File: src/rtl/core/assert_macros.svh
// ----------------------------------------------------------------------------
// PES scrambling detector assertion macros
// Assertion macros shared by the RTL files of the PES scrambling detector.
// ----------------------------------------------------------------------------
// Each macro samples on the rising edge of clk; the reset-qualified form
// is disabled while rst_n is low.
`ifndef ASSERT_MACROS_SVH
`define ASSERT_MACROS_SVH

// Check that holds only outside reset.
`define PSD_ASSERT(lbl, prop, msg) \
  lbl: assert property (@(posedge clk) disable iff (!rst_n) prop) else $error(msg);

// Check that holds on every edge, reset included.
`define PSD_ASSERT_ALWAYS(lbl, prop, msg) \
  lbl: assert property (@(posedge clk) prop) else $error(msg);

`endif

File: src/rtl/core/psd_pkg.sv
// ----------------------------------------------------------------------------
// PES scrambling detector package
// Shared constants, status codes and the parser-to-output result type.
// ----------------------------------------------------------------------------
package psd_pkg;

  // Default sector length in bytes.
  localparam int SECTOR_BYTES_DEF = 2048;

  // Byte positions inside a sector and inside the first PES header.
  localparam int PACK_CODE_LEN   = 4;
  localparam int POS_STUFF       = 13;
  localparam int PES_BASE_OFFSET = 14;
  localparam int REL_PREFIX_LEN  = 3;
  localparam int REL_STREAM_ID   = 3;
  localparam int REL_FLAGS       = 6;

  // Start code bytes and header field values.
  localparam logic [7:0] CODE_ZERO      = 8'h00;
  localparam logic [7:0] CODE_ONE       = 8'h01;
  localparam logic [7:0] CODE_PACK      = 8'hBA;
  localparam logic [7:0] STUFF_MASK     = 8'h07;
  localparam logic [7:0] SID_PRIVATE_1  = 8'hBD;
  localparam logic [7:0] SID_AV_LOW     = 8'hC0;
  localparam logic [7:0] SID_AV_HIGH    = 8'hEF;
  localparam logic [7:0] MARKER_MASK    = 8'hC0;
  localparam logic [7:0] MARKER_VALUE   = 8'h80;
  localparam logic [7:0] SCRAMBLE_MASK  = 8'h30;

  // Per-sector status.
  typedef enum logic [1:0] {
    ST_NONE      = 2'd0,
    ST_NO_EXT    = 2'd1,
    ST_CLEAR     = 2'd2,
    ST_SCRAMBLED = 2'd3
  } sector_status_t;

  // Running verdict over a scan.
  typedef enum logic [1:0] {
    VD_INCONCLUSIVE = 2'd0,
    VD_PLAIN        = 2'd1,
    VD_SCRAMBLED    = 2'd2
  } verdict_t;

  // One sector result handed from the parser to the output register.
  typedef struct packed {
    sector_status_t status;
    verdict_t       verdict;
    logic           is_final;
  } psd_result_t;

  // Byte idx of the start code 00 00 01 BA; the PES prefix uses the first three.
  function automatic logic [7:0] start_code_byte(input logic [1:0] idx);
    logic [7:0] code;
    unique case (idx)
      2'd0:    code = CODE_ZERO;
      2'd1:    code = CODE_ZERO;
      2'd2:    code = CODE_ONE;
      default: code = CODE_PACK;
    endcase
    return code;
  endfunction

endpackage

File: src/rtl/core/psd_in_if.sv
// ----------------------------------------------------------------------------
// PES scrambling detector input channel
// Valid/ready channel carrying one sector byte and its end markers.
// ----------------------------------------------------------------------------
interface psd_in_if;
  logic       valid;
  logic       ready;
  logic [7:0] data_byte;
  logic       sector_last;
  logic       scan_last;

  modport source (output valid, output data_byte, output sector_last,
                  output scan_last, input ready);
  modport sink   (input valid, input data_byte, input sector_last,
                  input scan_last, output ready);
endinterface

File: src/rtl/core/psd_out_if.sv
// ----------------------------------------------------------------------------
// PES scrambling detector result channel
// Valid/ready channel carrying one sector status and the running verdict.
// ----------------------------------------------------------------------------
interface psd_out_if;
  logic       valid;
  logic       ready;
  logic [1:0] sector_status;
  logic [1:0] verdict;
  logic       verdict_final;

  modport source (output valid, output sector_status, output verdict,
                  output verdict_final, input ready);
  modport sink   (input valid, input sector_status, input verdict,
                  input verdict_final, output ready);
endinterface

File: src/rtl/core/pes_scrambling_detector.sv
// A result is valid in the cycle after the transfer of a sector's last byte.
// Throughput: one byte per cycle while the input is not stalled; every byte is judged in the cycle it is taken.
// Input stalls only while a finished result is held and the sink does not take it.
// Reset: synchronous, active low; clears position, header flags and scan verdict.
// ----------------------------------------------------------------------------
// PES scrambling detector
// Checks the pack and first PES header of each sector for scrambling control
// bits and reports a per-sector status and a running verdict over the scan.
// ----------------------------------------------------------------------------
`include "assert_macros.svh"

module pes_scrambling_detector #(
  parameter int SECTOR_BYTES = psd_pkg::SECTOR_BYTES_DEF
) (
  input  logic         clk,
  input  logic         rst_n,
  psd_in_if.sink       in_ch,
  psd_out_if.source    out_ch
);

  logic                 take;
  logic                 in_ready;
  psd_pkg::psd_result_t result;

  logic                 out_valid_r;
  psd_pkg::psd_result_t out_r;

  // A new byte is taken unless a held result is still waiting.
  assign in_ready    = !out_valid_r || out_ch.ready;
  assign in_ch.ready = in_ready;
  assign take        = in_ch.valid && in_ready;

  psd_parser #(
    .SECTOR_BYTES(SECTOR_BYTES)
  ) u_parser (
    .clk         (clk),
    .rst_n       (rst_n),
    .take        (take),
    .data_byte   (in_ch.data_byte),
    .sector_last (in_ch.sector_last),
    .scan_last   (in_ch.scan_last),
    .result      (result)
  );

  // Result register: loaded at a sector-end transfer, freed when taken.
  always_ff @(posedge clk) begin
    if (!rst_n) begin
      out_valid_r <= 1'b0;
    end else if (take && in_ch.sector_last) begin
      out_valid_r <= 1'b1;
    end else if (out_ch.ready) begin
      out_valid_r <= 1'b0;
    end
  end

  always_ff @(posedge clk) begin
    if (take && in_ch.sector_last) begin
      out_r <= result;
    end
  end

  assign out_ch.valid         = out_valid_r;
  assign out_ch.sector_status = out_r.status;
  assign out_ch.verdict       = out_r.verdict;
  assign out_ch.verdict_final = out_r.is_final;

  // Every sector-end transfer leaves a result waiting.
  `PSD_ASSERT(a_result_loaded, (take && in_ch.sector_last) |=> out_valid_r, "sector end without result")
  // A scrambled sector always yields a scrambled verdict.
  `PSD_ASSERT(a_scr_verdict, (out_valid_r && (out_r.status == psd_pkg::ST_SCRAMBLED)) |-> (out_r.verdict == psd_pkg::VD_SCRAMBLED), "scrambled sector with non-scrambled verdict")
  // With no result held the input is always open.
  `PSD_ASSERT(a_ready_when_empty, !out_valid_r |-> in_ready, "input blocked with no result held")

endmodule

File: src/rtl/core/psd_parser.sv
// ----------------------------------------------------------------------------
// PES scrambling detector sector parser
// Tracks the byte position in a sector, checks the pack and PES start codes,
// judges the PES flags byte and keeps the per-scan flags.
// ----------------------------------------------------------------------------
`include "assert_macros.svh"

module psd_parser #(
  parameter int SECTOR_BYTES = psd_pkg::SECTOR_BYTES_DEF
) (
  input  logic                 clk,
  input  logic                 rst_n,
  input  logic                 take,
  input  logic [7:0]           data_byte,
  input  logic                 sector_last,
  input  logic                 scan_last,
  output psd_pkg::psd_result_t result
);

  localparam int POS_W = $clog2(SECTOR_BYTES);
  localparam logic [POS_W-1:0] POS_MAX    = POS_W'(SECTOR_BYTES - 1);
  localparam logic [POS_W-1:0] POS_PACK   = POS_W'(psd_pkg::PACK_CODE_LEN);
  localparam logic [POS_W-1:0] POS_STUFF  = POS_W'(psd_pkg::POS_STUFF);
  localparam logic [POS_W-1:0] REL_PREFIX = POS_W'(psd_pkg::REL_PREFIX_LEN);
  localparam logic [POS_W-1:0] REL_SID    = POS_W'(psd_pkg::REL_STREAM_ID);
  localparam logic [POS_W-1:0] REL_FLAGS  = POS_W'(psd_pkg::REL_FLAGS);
  localparam logic [4:0]       OFF_BASE   = 5'(psd_pkg::PES_BASE_OFFSET);

  logic [POS_W-1:0]        pos_r, pos_nxt;
  logic [4:0]              off_r, off_nxt;
  logic                    match_r, match_nxt;
  logic                    ext_r, ext_nxt;
  psd_pkg::sector_status_t status_r, status_nxt;
  logic                    valid_pes_r, valid_pes_nxt;
  logic                    scr_r, scr_nxt;

  logic [POS_W-1:0]        rel;
  logic [7:0]              stuff;

  assign rel   = pos_r - POS_W'(off_r);
  assign stuff = data_byte & psd_pkg::STUFF_MASK;

  // Header checks for the current byte, then the sector-end restart.
  always_comb begin
    pos_nxt       = pos_r;
    off_nxt       = off_r;
    match_nxt     = match_r;
    ext_nxt       = ext_r;
    status_nxt    = status_r;
    valid_pes_nxt = valid_pes_r;
    scr_nxt       = scr_r;

    priority if (pos_r < POS_PACK) begin
      if (data_byte != psd_pkg::start_code_byte(pos_r[1:0])) begin
        match_nxt = 1'b0;
      end
    end else if (pos_r == POS_STUFF) begin
      off_nxt = OFF_BASE + stuff[4:0];
    end else if (pos_r >= POS_W'(off_r)) begin
      priority if (rel < REL_PREFIX) begin
        if (data_byte != psd_pkg::start_code_byte(rel[1:0])) begin
          match_nxt = 1'b0;
        end
      end else if (rel == REL_SID) begin
        ext_nxt = (data_byte == psd_pkg::SID_PRIVATE_1) ||
                  ((data_byte >= psd_pkg::SID_AV_LOW) &&
                   (data_byte <= psd_pkg::SID_AV_HIGH));
      end else if (rel == REL_FLAGS) begin
        priority if (!match_r) begin
          status_nxt = psd_pkg::ST_NONE;
        end else if (ext_r &&
                     ((data_byte & psd_pkg::MARKER_MASK) == psd_pkg::MARKER_VALUE)) begin
          valid_pes_nxt = 1'b1;
          if ((data_byte & psd_pkg::SCRAMBLE_MASK) != 8'h00) begin
            scr_nxt    = 1'b1;
            status_nxt = psd_pkg::ST_SCRAMBLED;
          end else begin
            status_nxt = psd_pkg::ST_CLEAR;
          end
        end else begin
          status_nxt = psd_pkg::ST_NO_EXT;
        end
      end else begin
        // The PES length bytes and the payload carry nothing to check.
      end
    end else begin
      // Pack header bytes between the start code and the stuffing length, and the stuffing bytes.
    end

    // Result of this sector, taken from the updated flags.
    result.status   = status_nxt;
    result.verdict  = scr_nxt       ? psd_pkg::VD_SCRAMBLED :
                      valid_pes_nxt ? psd_pkg::VD_PLAIN : psd_pkg::VD_INCONCLUSIVE;
    result.is_final = scan_last;

    // Advance the position, or restart at a sector end.
    if (!sector_last) begin
      if (pos_r < POS_MAX) begin
        pos_nxt = pos_r + POS_W'(1);
      end
    end else begin
      pos_nxt    = '0;
      off_nxt    = OFF_BASE;
      match_nxt  = 1'b1;
      ext_nxt    = 1'b0;
      status_nxt = psd_pkg::ST_NONE;
      if (scan_last) begin
        valid_pes_nxt = 1'b0;
        scr_nxt       = 1'b0;
      end
    end
  end

  // State registers update on every input transfer.
  always_ff @(posedge clk) begin
    if (!rst_n) begin
      pos_r       <= '0;
      off_r       <= OFF_BASE;
      match_r     <= 1'b1;
      ext_r       <= 1'b0;
      status_r    <= psd_pkg::ST_NONE;
      valid_pes_r <= 1'b0;
      scr_r       <= 1'b0;
    end else if (take) begin
      pos_r       <= pos_nxt;
      off_r       <= off_nxt;
      match_r     <= match_nxt;
      ext_r       <= ext_nxt;
      status_r    <= status_nxt;
      valid_pes_r <= valid_pes_nxt;
      scr_r       <= scr_nxt;
    end
  end

  // A scrambled PES is always also a valid one.
  `PSD_ASSERT(a_scr_implies_valid, scr_r |-> valid_pes_r, "scrambled flag without valid PES")
  // The scan flags are clear after the transfer that closes a scan.
  `PSD_ASSERT(a_scan_clear, (take && sector_last && scan_last) |=> (!scr_r && !valid_pes_r), "scan flags not cleared at scan end")
  // Position steps by one on a mid-sector transfer below saturation.
  `PSD_ASSERT(a_pos_step, (take && !sector_last && (pos_r != POS_MAX)) |=> (pos_r == $past(pos_r) + POS_W'(1)), "byte position did not advance")

endmodule
File: src/flat_wrapper.sv
// flat-port wrapper written by rule: the top's interface ports become plain ports
module pes_scrambling_detector_flat 
#(
  parameter int SECTOR_BYTES = psd_pkg::SECTOR_BYTES_DEF
)
  (clk, rst_n, in_ch_valid, in_ch_data_byte, in_ch_sector_last, in_ch_scan_last, in_ch_ready, out_ch_valid, out_ch_sector_status, out_ch_verdict, out_ch_verdict_final, out_ch_ready);
  psd_in_if in_ch_i ();
  psd_out_if out_ch_i ();
  input  logic clk;
  input  logic rst_n;
  input wire logic [$bits(in_ch_i.valid)-1:0] in_ch_valid;
  input wire logic [$bits(in_ch_i.data_byte)-1:0] in_ch_data_byte;
  input wire logic [$bits(in_ch_i.sector_last)-1:0] in_ch_sector_last;
  input wire logic [$bits(in_ch_i.scan_last)-1:0] in_ch_scan_last;
  output wire logic [$bits(in_ch_i.ready)-1:0] in_ch_ready;
  output wire logic [$bits(out_ch_i.valid)-1:0] out_ch_valid;
  output wire logic [$bits(out_ch_i.sector_status)-1:0] out_ch_sector_status;
  output wire logic [$bits(out_ch_i.verdict)-1:0] out_ch_verdict;
  output wire logic [$bits(out_ch_i.verdict_final)-1:0] out_ch_verdict_final;
  input wire logic [$bits(out_ch_i.ready)-1:0] out_ch_ready;
  assign in_ch_i.valid = in_ch_valid;
  assign in_ch_i.data_byte = in_ch_data_byte;
  assign in_ch_i.sector_last = in_ch_sector_last;
  assign in_ch_i.scan_last = in_ch_scan_last;
  assign in_ch_ready = in_ch_i.ready;
  assign out_ch_valid = out_ch_i.valid;
  assign out_ch_sector_status = out_ch_i.sector_status;
  assign out_ch_verdict = out_ch_i.verdict;
  assign out_ch_verdict_final = out_ch_i.verdict_final;
  assign out_ch_i.ready = out_ch_ready;
  pes_scrambling_detector #(.SECTOR_BYTES(SECTOR_BYTES)) u_core (.clk(clk), .rst_n(rst_n), .in_ch(in_ch_i), .out_ch(out_ch_i));
endmodule
File: config.mk
export PLATFORM = sky130hd
export DESIGN_NAME = pes_scrambling_detector_flat
export DESIGN_NICKNAME = d
export VERILOG_FILES = /design/src/rtl/core/psd_pkg.sv /design/src/rtl/core/psd_in_if.sv /design/src/rtl/core/psd_out_if.sv /design/src/rtl/core/pes_scrambling_detector.sv /design/src/rtl/core/psd_parser.sv /design/src/flat_wrapper.sv
export VERILOG_INCLUDE_DIRS = /design/src /design/src/rtl/core
export SDC_FILE = /design/constraint.sdc
export NUM_CORES = 1
export LEC_CHECK = 0
export BUFFER_PORTS_ARGS = -buffer_cell sky130_fd_sc_hd__buf_2
export CAP_MARGIN = 10
export CORE_MARGIN = 4
export CORE_UTILIZATION = 48
export CTS_CLUSTER_DIAMETER = 50
export CTS_CLUSTER_SIZE = 12
export DETAILED_ROUTE_END_ITERATION = 7
export PLACE_DENSITY = 0.7
export SLEW_MARGIN = 15
export SYNTH_ARGS = -nofsm -noshare
export SYNTH_HDL_FRONTEND = slang
export SYNTH_SLANG_ARGS = --single-unit
File: constraint.sdc
create_clock -name clk -period 3 [get_ports clk]
set_clock_uncertainty 0.05 [all_clocks]
set_input_delay 0.45 -clock clk [delete_from_list [all_inputs] [get_ports clk]]
set_output_delay 0.45 -clock clk [all_outputs]
set_load 0.02 [all_outputs]
# Word-level counts from Yosys, hierarchy flattened
# Index checks and enable logic that the tools add are counted.
totals:
  ff_bits: 28
  in_bits: 14
  out_inout_bits: 7
  wordCells: 119
op_classes:
  n_addsub: 3
  magnitude_cmp: 6
  n_eq_ne: 16
  n_mux: 59
  reduce_logical: 24
op_table:
  columns: ["operator", "n"]
  rows:
  - ["8-bit two-way mux", 5]
  - ["1-bit two-way mux", 38]
  - ["8-bit one-hot mux with 2 select lines", 2]
  - ["11-bit two-way mux", 2]
  - ["2-bit two-way mux", 9]
  - ["8-bit != test", 2]
  - ["5-bit two-way mux", 3]
  - ["6-bit AND reduction", 2]
  - ["11-bit by 1-bit adder with 11-bit output, second input constant", 1]
  - ["11-bit by 2-bit equality test with 1-bit output, second input constant", 1]
  - ["11-bit by 3-bit equality test with 1-bit output, second input constant", 1]
  - ["11-bit by 4-bit equality test with 1-bit output, second input constant", 1]
  - ["11-bit by 5-bit greater-or-equal comparator with 1-bit output", 1]
  - ["11-bit less-than comparator, second input constant", 1]
  - ["11-bit by 2-bit less-than comparator with 1-bit output, second input constant", 1]
  - ["11-bit by 3-bit less-than comparator with 1-bit output, second input constant", 1]
  - ["11-bit by 5-bit subtractor with 11-bit output", 1]
  - ["2-bit nonzero test", 5]
  - ["3-bit nonzero test", 3]
  - ["8-bit equality test, second input constant", 1]
  - ["8-bit greater-or-equal comparator, second input constant", 1]
  - ["8-bit less-or-equal comparator, second input constant", 1]
  - ["8-bit nonzero test", 1]
  - ["2-bit equality test, second input constant", 3]
  - ["other kinds (12)", 21]

# Longest topological paths before layout
logic_depth:
  word_depth: 15
  depth_mapped: 11
  mapped_depth_nobuf: 11

# Cells and area by module
# Synthesis repeated with hierarchy kept, for this count alone.
hier_totals:
  hier_cells: 215
  area_unflattened_um2: 1866.8
by_module_without_submodules:
  columns: ["mod", "n_inst", "cells_each", "area_per_inst_um2", "seq_area_each_um2"]
  rows:
  - ["psd_parser", 1, 204, 1645.3, 440.4]
  - ["pes_scrambling_detector", 1, 11, 221.5, 170.2]

# Worst setup path after synthesis
# No wires, ideal clock.
synth_timing:
  kind: "reg-to-reg"
  start: "register u_core.u_parser.pos_r[0]"
  end: "register u_core.out_r, in the netlist u_core.out_ch.verdict[0] (data pin)"
  setup_ps: 254
  arrival_time_ps: 2473
  required_time_ps: 2696
  setup_slack_ps: 222
  path_stages_with_launch: 12
  n_path_buf: 0
  period_less_slack_ps: 2778
  path_cell_list: "dfxtp_1 -> inv_1 -> ha_1 -> inv_1 -> fa_1 -> a211oi_2 -> o21bai_1 -> and4b_1 -> o311a_2 -> o2111ai_2 -> mux2i_1 -> nor2_1"
synth_via:
  elab_chain_len: 9
  elab_cells_between_ends: 20
  cone_classes: "add/sub (1); order compare (3); eq/ne (3); mux (13)"
synth_rtl:
  columns: ["item", "line", "source"]
  rows:
  - ["from (decl)", "psd_parser.sv:29", "logic [POS_W-1:0] pos_r, pos_nxt;"]
  - ["from (signal assigned)", "psd_parser.sv:125", "pos_r <= pos_nxt;"]
  - ["parallel branches: the longest is 9 deep, another holds 11-bit by 5-bit subtractor with 11-bit output", null, null]
  - ["to (signal assigned)", "pes_scrambling_detector.sv:58", "out_r <= result;"]
  - ["to (decl)", "pes_scrambling_detector.sv:26", "psd_pkg::psd_result_t out_r;"]
# Parallel ways; which one is timed is not known.
# A chain may end at the register's enable or synchronous reset.

# Worst setup path in the final report
layout_timing:
  start: "register u_core.u_parser.pos_r[0]"
  end: "register u_core.u_parser.status_r[0]"
layout_via:
  elab_chain_len: 9
  elab_cells_between_ends: 14
  cone_classes: "add/sub (1); order compare (3); eq/ne (3); mux (7)"
layout_rtl:
  columns: ["item", "line", "source"]
  rows:
  - ["parallel branches: the longest is 7 deep, another holds 11-bit by 5-bit subtractor with 11-bit output", null, null]
  - ["2-bit two-way mux *", "psd_parser.sv:53", "priority if (pos_r < POS_PACK) begin"]
  - ["2-bit two-way mux *", "psd_parser.sv:97", "if (!sector_last) begin"]
  - ["to (signal assigned)", "psd_parser.sv:121", "status_r <= psd_pkg::ST_NONE;"]
  - ["to (signal assigned)", "psd_parser.sv:129", "status_r <= status_nxt;"]
  - ["to (decl)", "psd_parser.sv:33", "psd_pkg::sector_status_t status_r, status_nxt;"]
# Mark *: on every way between the ends.

==> metrics <==
Setup TNS 0 ps; P_int 0.5988 mW; Initial Util 49.66%; die area 4836 um^2; global placer's final weighted congestion 0.8144; status finished clean; Fmax 355.2 MHz; Final Max Tran Viols 0; Peak VDD IR 0.2075 mV; clock slew at reported path FFs 100 ps; reg-to-reg endpoint u_core.u_parser.status_r[0]; maxcap violations 0; wire per inst 14.18 um; register area share after synthesis 33.59%; most common cell after layout, fill and taps aside dfxtp_1; cell accounting for the most synthesized area dfxtp_1; clock buffer depth 2; DRT iter0 DRCs 68; FP Rows 22; crit path max fanout 5; Final ANT Viol Nets 0; CTS tree built; Synth Area in XOR/XNOR 5.299%; Critical Path End Type flip-flop; Die W 69.54 um; vias 1629; diodes inserted 0; final-stage net count 261; highest routed layer met4; final core occ 56.25%; combinational share of power 11.1%; Core Area 3661 um^2; Most common cell on crit path inv_1; number of flops mapped to enable cells by yosys 5; Top delay family on crit path simple AND/OR/NAND/NOR gates; CTS root buf clkbuf_8; clk sinks 28; WL met3 138 um; WL met1 1.856 mm; # DRC 0; Worst Hold Launch in_ch_scan_last; switching share of power 23.66%; Simple-Gate Fraction of Synth Area 28.63%; startpoint types flip-flop; htree depth 1; initial antenna violation count 0; placed insts 279; largest net degree at the start of global routing 17; top cell type's share of synthesized area 25.33%; Yosys reg bits 28; Buffers on Ports 20; met2 WL 1.981 mm; Clock Latency Late Sink 280 ps; fill cell count 346; ys async rst share 0%; final hold vios 0; Compound-Gate Fraction of Synth Area 20.10%; critical path's slowest cell or4_1; net switching power 0.1856 mW; Post-Synth Adder-Cell Area 7.295%; vias per std cell 5.736; first-pass GRT wire length 6.789 mm; CP bufs+invs 2; IO Count 21; Post-Syn Nets 238; main combinational cell family by area after synthesis simple AND/OR/NAND/NOR gates; RR Startpoint u_core.u_parser.pos_r[0]; Hold Path Cell Cnt 1; R2R cell count 11; routed wire length 4.028 mm; Worst Tran Pin Value 494.0 ps; mux contribution to synthesized area 0.5506%; synthesized instance count 214; yosys warns 0; post-DP HPWL 3.029 mm; Area contributors post-synth dfxtp_1, edfxtp_1, ha_1; synth unique cells 54; vias in the first global route 1571; Finished Layout Cells 284; Clk pwr share 38.8%; Critical Path AT 3000 ps; Slew headroom 67.02%; Hold Path Sink u_core.out_ch.verdict_final; CTS buffer count 3; layout cell share with drive strength beyond 1 17.80%; Post-Syn Area 1818 um^2; Layout Area Growth over Synthesis 13.28%; HP Class in2reg; Avg Inst Size Synth 8.495 um^2; CP max stage delay 520 ps; Global Route Usage Sum 16.81%; pwr dens 380.9 nW/um^2; Final Critical Period 2815 ps; Crit Path Class reg2reg; R2R setup slack 190 ps; final worst path period share 93.83%; Setup Viol. Count Final 0; most frequent cells in the layout dfxtp_1, nand2_1, buf_2; leakage 0.8371 nW; drt first pass iters 4; Main synth FF type dfxtp_1; CP Cell Sequence inv_1 -> ha_1 -> inv_1 -> fa_2 -> a211oi_4 -> o21ai_1 -> xnor2_1 -> nor4_4 -> o211ai_2 -> or4_1 -> nand3_1; Die Ht 69.54 um; Reg power frac 50.1%; hold buffers post-CTS 0; RSZ-0062 raised after global routing no; total grt overflow 0; Worst Path Required 3180 ps
registers in the layout (all words and copies together) (netlist names):
name                         cells
u_core.out_ch.valid              1
u_core.u_parser.status_r         2
u_core.out_ch.sector_status      2
u_core.out_ch.verdict_final      1
u_core.u_parser.match_r          1
u_core.out_ch.verdict            2
u_core.u_parser.pos_r           11
u_core.u_parser.ext_r            1
u_core.u_parser.off_r            5
u_core.u_parser.valid_pes_r      1
u_core.u_parser.scr_r            1
area by class of cell:
cell class              instances  area (um^2)  area share [%]
inverters                      12        45.04           2.187
multi-input cells             167         1135           55.10
clock buffers                   3        41.29           2.005
flip-flops and latches         28        610.6           29.65
repair buffers                 25        137.6           6.683
clock inverters                 1        30.03           1.458
well taps                      48        60.06           2.916
Yosys cell counts (all sizes together), types with 3 or more instances:
cell	number
nor2	17
nand3	13
nand4	7
edfxtp	5
or3	3
o211ai	5
xor2	8
a21boi	3
dfxtp	23
o21ai	14
a211oi	3
clkbuf	3
ha	9
xnor2	3
nand2	21
nor2b	4
buf	4
a21oi	9
nor4	4
nor3	8
o21bai	4
inv	12
o21a	3
and3	3
layer usage:
layer	vias up	GRT usage (%)
met4	0	4.989
li1	822	-
met2	30	29.34
met1	770	21.42
met3	7	2.319
met5	-	0
cell families after synthesis:
logic type | Yosys count
buf+inv | 19
flops | 28
compound gates | 51
simple gates | 94
mux | 1
fa+ha+maj | 10
xor+xnor | 11
worst max-delay path by stage:
stage / start / to / cells after the start
floorplan: u_core.u_parser.pos_r[0] / u_core.out_ch.verdict[0] / 11
global placement: u_core.u_parser.pos_r[0] / u_core.out_ch.verdict[0] / 11
detailed placement: u_core.u_parser.pos_r[0] / u_core.out_ch.verdict[0] / 11
CTS: u_core.u_parser.pos_r[0] / u_core.out_ch.verdict[0] / 11
global route: u_core.u_parser.pos_r[0] / u_core.u_parser.status_r[0] / 11
finish: u_core.u_parser.pos_r[0] / u_core.u_parser.status_r[0] / 11
through the flow:
step / hold WS, ps / power (mW) / worst slack, ps / instance area (um^2)
5_1_grt: 298.4 / 0.8169 / 16.33 / 2059
3_5_place_dp: 407.1 / 0.4870 / 184.1 / 1971
6_report: 297.6 / 0.7844 / 185.1 / 2059
3_3_place_gp: 404.8 / 0.4856 / 263.2 / 1971
4_1_cts: 295.9 / 0.7864 / 163.7 / 2042
2_1_floorplan: 388.8 / 0.4554 / 222.4 / 1818
power by group through the flow:
stage	clock, mW	sequential, mW	combinational (mW)
finish	0.304	0.393	0.0872
global route	0.325	0.394	0.0972
CTS	0.308	0.393	0.0857
detailed placement	0	0.402	0.0852
global placement	0	0.401	0.0841
floorplan	0	0.406	0.0490
timing repair:
action                                  4_1_cts  5_1_grt
setup buffers                                 0        1
gates resized for setup                       0        2
endpoints found under the setup margin        0        2
(Power assumes the default switching activity.)
